$ cat src/rtl/tkh_ram.sv
`timescale 1ns / 1ps
// ----------------------------------------------------------------------------
// Generic RAM
// One write port, one read port, read data registered.
// ----------------------------------------------------------------------------
module tkh_ram #(
    parameter int WIDTH = 8,
    parameter int DEPTH = 16
) (
    input  logic                     clk,
    input  logic                     we,
    input  logic [$clog2(DEPTH)-1:0] waddr,
    input  logic [WIDTH-1:0]         wdata,
    input  logic [$clog2(DEPTH)-1:0] raddr,
    output logic [WIDTH-1:0]         rdata
);

    logic [WIDTH-1:0] mem [DEPTH];

    always_ff @(posedge clk)
    begin
        if (we)
        begin
            mem[waddr] <= wdata;
        end
        rdata <= mem[raddr];
    end

endmodule

$ cat config.mk
export PLATFORM = sky130hd
export DESIGN_NAME = tkh_ram
export DESIGN_NICKNAME = d
export VERILOG_FILES = /design/src/rtl/tkh_ram.sv
export SDC_FILE = /design/constraint.sdc
export NUM_CORES = 1
export LEC_CHECK = 0
export ABC_AREA = 1
export ABC_CLOCK_PERIOD_IN_PS = 1400
export BUFFER_PORTS_ARGS = -buffer_cell sky130_fd_sc_hd__buf_2
export CORE_AREA = 2 2 117 107
export DETAILED_ROUTE_END_ITERATION = 10
export DIE_AREA = 0 0 119 109
export GPL_TIMING_DRIVEN = 0
export PLACE_DENSITY = 0.66
export RECOVER_POWER = 100
export SLEW_MARGIN = 5
export SYNTH_ARGS = -nofsm -noshare
export SYNTH_HDL_FRONTEND = slang
export SYNTH_SLANG_ARGS = --single-unit
$ cat constraint.sdc
create_clock -name clk -period 1.4 [get_ports clk]
set_input_delay 0.21 -clock clk [delete_from_list [all_inputs] [get_ports clk]]
set_output_delay 0.21 -clock clk [all_outputs]
set_load 0.02 [all_outputs]
==> results.toml <==
[critical_path]
crit_cells = 3
crit_buf_inv = 1
path_max_fanout = 8
cp_top_family = "simple AND/OR/NAND/NOR gates"
r2r_end = "rdata[5]"
worstSetupStartpoint = "waddr[3]"
cp.arrival_ns = 1.36
ff2ff_setup_slack_ns = 0.37
critPathCaptureType = "register"
worstSetupEndpoint = "mem[7][3]"
startpoint_type = "input pin"
reg2reg_from = "mem[10][5]"
cp_slowest_stage_delay_ns = 0.79
crit_path_top_delay_cell = "nor2_1"
critical_path_required_ns = 1.44
crit_type = "input pin to register"
worstPathCellList = "clkbuf_1 > nand3b_1 > nor2_1"
r2r_cells = 6

[logic_synthesis]
yosys_warnings = 0
yosys_register_bits = 136
synth_top_cell_by_area = "edfxtp_1"
synth_top_family_by_area = "simple AND/OR/NAND/NOR gates"
yosys-top-cells-area = "edfxtp_1 67%, nand2_1 11%, nand3_1 8.4%, inv_1 6.5%, dfxtp_1 2.8%"
synth_edf_count = 128
synth_mux_area_share_pct = 0
synth_cell_types = 12
synth_commonest_cells = "173 x nand2_1, 128 x edfxtp_1, 100 x inv_1, 97 x nand3_1, 17 x nor2_1"
synth_compound_area_share_pct = 0
synthSimpleGateAreaFrac_pct = 21.0
syn-cell-area_mm2 = 0.00577
post-synth-top-count-cell = "nand2_1"
synth_flop_cell = "edfxtp_1"
syn-instance-count = 551
synth_fa_ha_area_share_pct = 0
synth.avg_cell_area_um2 = 10.5
synthXorXnorAreaFrac_pct = 0
synth-async-reset-ratio_pct = 0
ys_seq_area_share_pct = 69.4
syn_nets = 569
synth_top_area_share_pct = 66.7

[die]
die_w_um = 119
io_pins = 26
row_count = 38
die_y_um = 109
start_util_pct = 48.7
dieArea_mm2 = 0.0130
core_area_mm2 = 0.0118

[layout]
design_area_mm2 = 0.00657
synthToLayoutAreaGrowth_pct = 14.0
final_nets = 610
n_antenna_cell = 0
drive_above_1_share_pct = 8.76

[global_route]
grt_pass1_wl_um = 21400
overflow = 0
grtUsageTotal_pct = 23.6
grt_pass1_vias = 3661
antenna_found_initial = 0
grt_max_degree = 17

[timing]
fmax_ghz = 0.757
maxSlewHeadroom_pct = 34.2
skew_ns = 0.00586
tightest_slew_ns = 0.984
drv_slew = 0
setup_viol = 0
rsz0062_at_grt = "no"
fin_crit_sh_pct = 94.4
hold_violations = 0
finalCriticalPeriod_ns = 1.32

[place]
port_buffers = 22
dpl_cell_area_mm2 = 0.00608
hpwl_um = 9100
place.gp.congestion = 0.901

[power_and_ir_drop]
pwr-share-seq_pct = 50.4
clockPowerShare_pct = 42.9
p_comb_share_pct = 6.7
swShare_pct = 21.8
power_mw = 9.10
power_switching_mw = 1.98
ir_worst_vdd_mv = 0.931
power_density_mw_per_mm2 = 1380
internal_power_mw = 7.11
p_leak_nw = 2.81

[clock_network]
clkSinkCount = 136
cts_root_buf = "clkbuf_16"
cts_resized = 0
numCtsBuffers = 17
holdBufCountCts = 0
cts_buffer_depth = 2
cts_tree = "done"
cts_setup_buffers = 0
clock_latency_ns = 0.42
htree_levels = 4
path_clk_slew_ns = 0.05

[route]
drt_iter0_markers = 327
wl_per_cell_um = 18.4
drt_first_pass_iters = 5
vias = 3849
route.detailed.drc = 0
wl_um = 14000
ant_nets = 0
viasPerCell = 5.03

[worst_hold_path]
hold_path_class = "input pin to register"
min_from = "raddr[2]"

[run_status]
status = "complete, no violations"

[run]
max-cap-violations = 0
==> worst register-to-register path: stages (launching register included) <==
cell      delay, ns
edfxtp_1       0.36
inv_1          0.06
nand2_1        0.05
nand3_1        0.12
nand3_1        0.09
nand3_1        0.16
nand2_1        0.08
==> cells in the final DEF, fill, tap and decap left out, drive strengths merged <==
cell	Yosys	routed
nand2	173	173
edfxtp	128	128
inv	102	102
nand3	97	97
clkbuf	0	46
buf	24	28
nor2	17	17
dfxtp	8	8
clkinv	0	3
nand3b	2	2
clkinvlp	0	1
==> how the worst min path moves through the flow <==
stage                     depth (start not counted)  slack (ns)        end
after floorplan                                   0        0.31  mem[0][0]
after global placement                            1        0.61  mem[1][2]
after detailed placement                          1        0.61  mem[0][2]
after CTS                                         1        0.16  mem[0][2]
after global routing                              4        0.24   rdata[0]
final                                             4        0.22   rdata[0]
==> metrics by stage <==
stage	util [%]	setup TNS (ns)	instances	hold slack, ns	worst slack (ns)
6_report	55.5	0	765	0.223	0.0788
4_1_cts	55.7	0	765	0.160	0.119
3_5_place_dp	51.3	-25.24	733	0.614	-0.325
2_1_floorplan	-	0	551	0.309	0.239
3_3_place_gp	51.3	-21.43	733	0.611	-0.307
5_1_grt	55.5	0	765	0.242	0.0309
==> flip-flops by register name, summed over array words and instances, names as in the netlist <==
name	flops
mem	128
rdata	8
==> power by group through the flow <==
stage	logic (mW)	registers [mW]	clock network (mW)
floorplan	0.321	4.69	0
global placement	0.607	4.66	0
detailed placement	0.617	4.66	0
CTS	0.620	4.58	3.97
global route	0.672	4.59	4.13
finish	0.610	4.58	3.90
==> cell families (layout without fill, tap and decap cells) <==
logic type / count (synthesis) / in the layout
buffers and inverters: 126 / 180
DFF: 136 / 136
and+or+nand+nor: 289 / 289
==> layer usage <==
layer  global-route usage, %  vias to the layer above  part of all wire (%)
met5                       0                        -                     0
met4                    8.50                        0                   1.6
met3                    6.17                       16                   8.3
met2                    37.2                      148                    47
met1                    31.9                     1826                    44
li1                        -                     1859                     -
==> final cells by class <==
cell class	instances	area, um2
inverters	102	383
repair buffers	22	87.6
multi-input cells	289	1210
clock inverters	4	22.5
well taps	160	200
plain buffers	24	166
clock buffers	28	497
flip-flops and latches	136	4000
fillers	1047	5270
(Power assumes the default switching activity.)
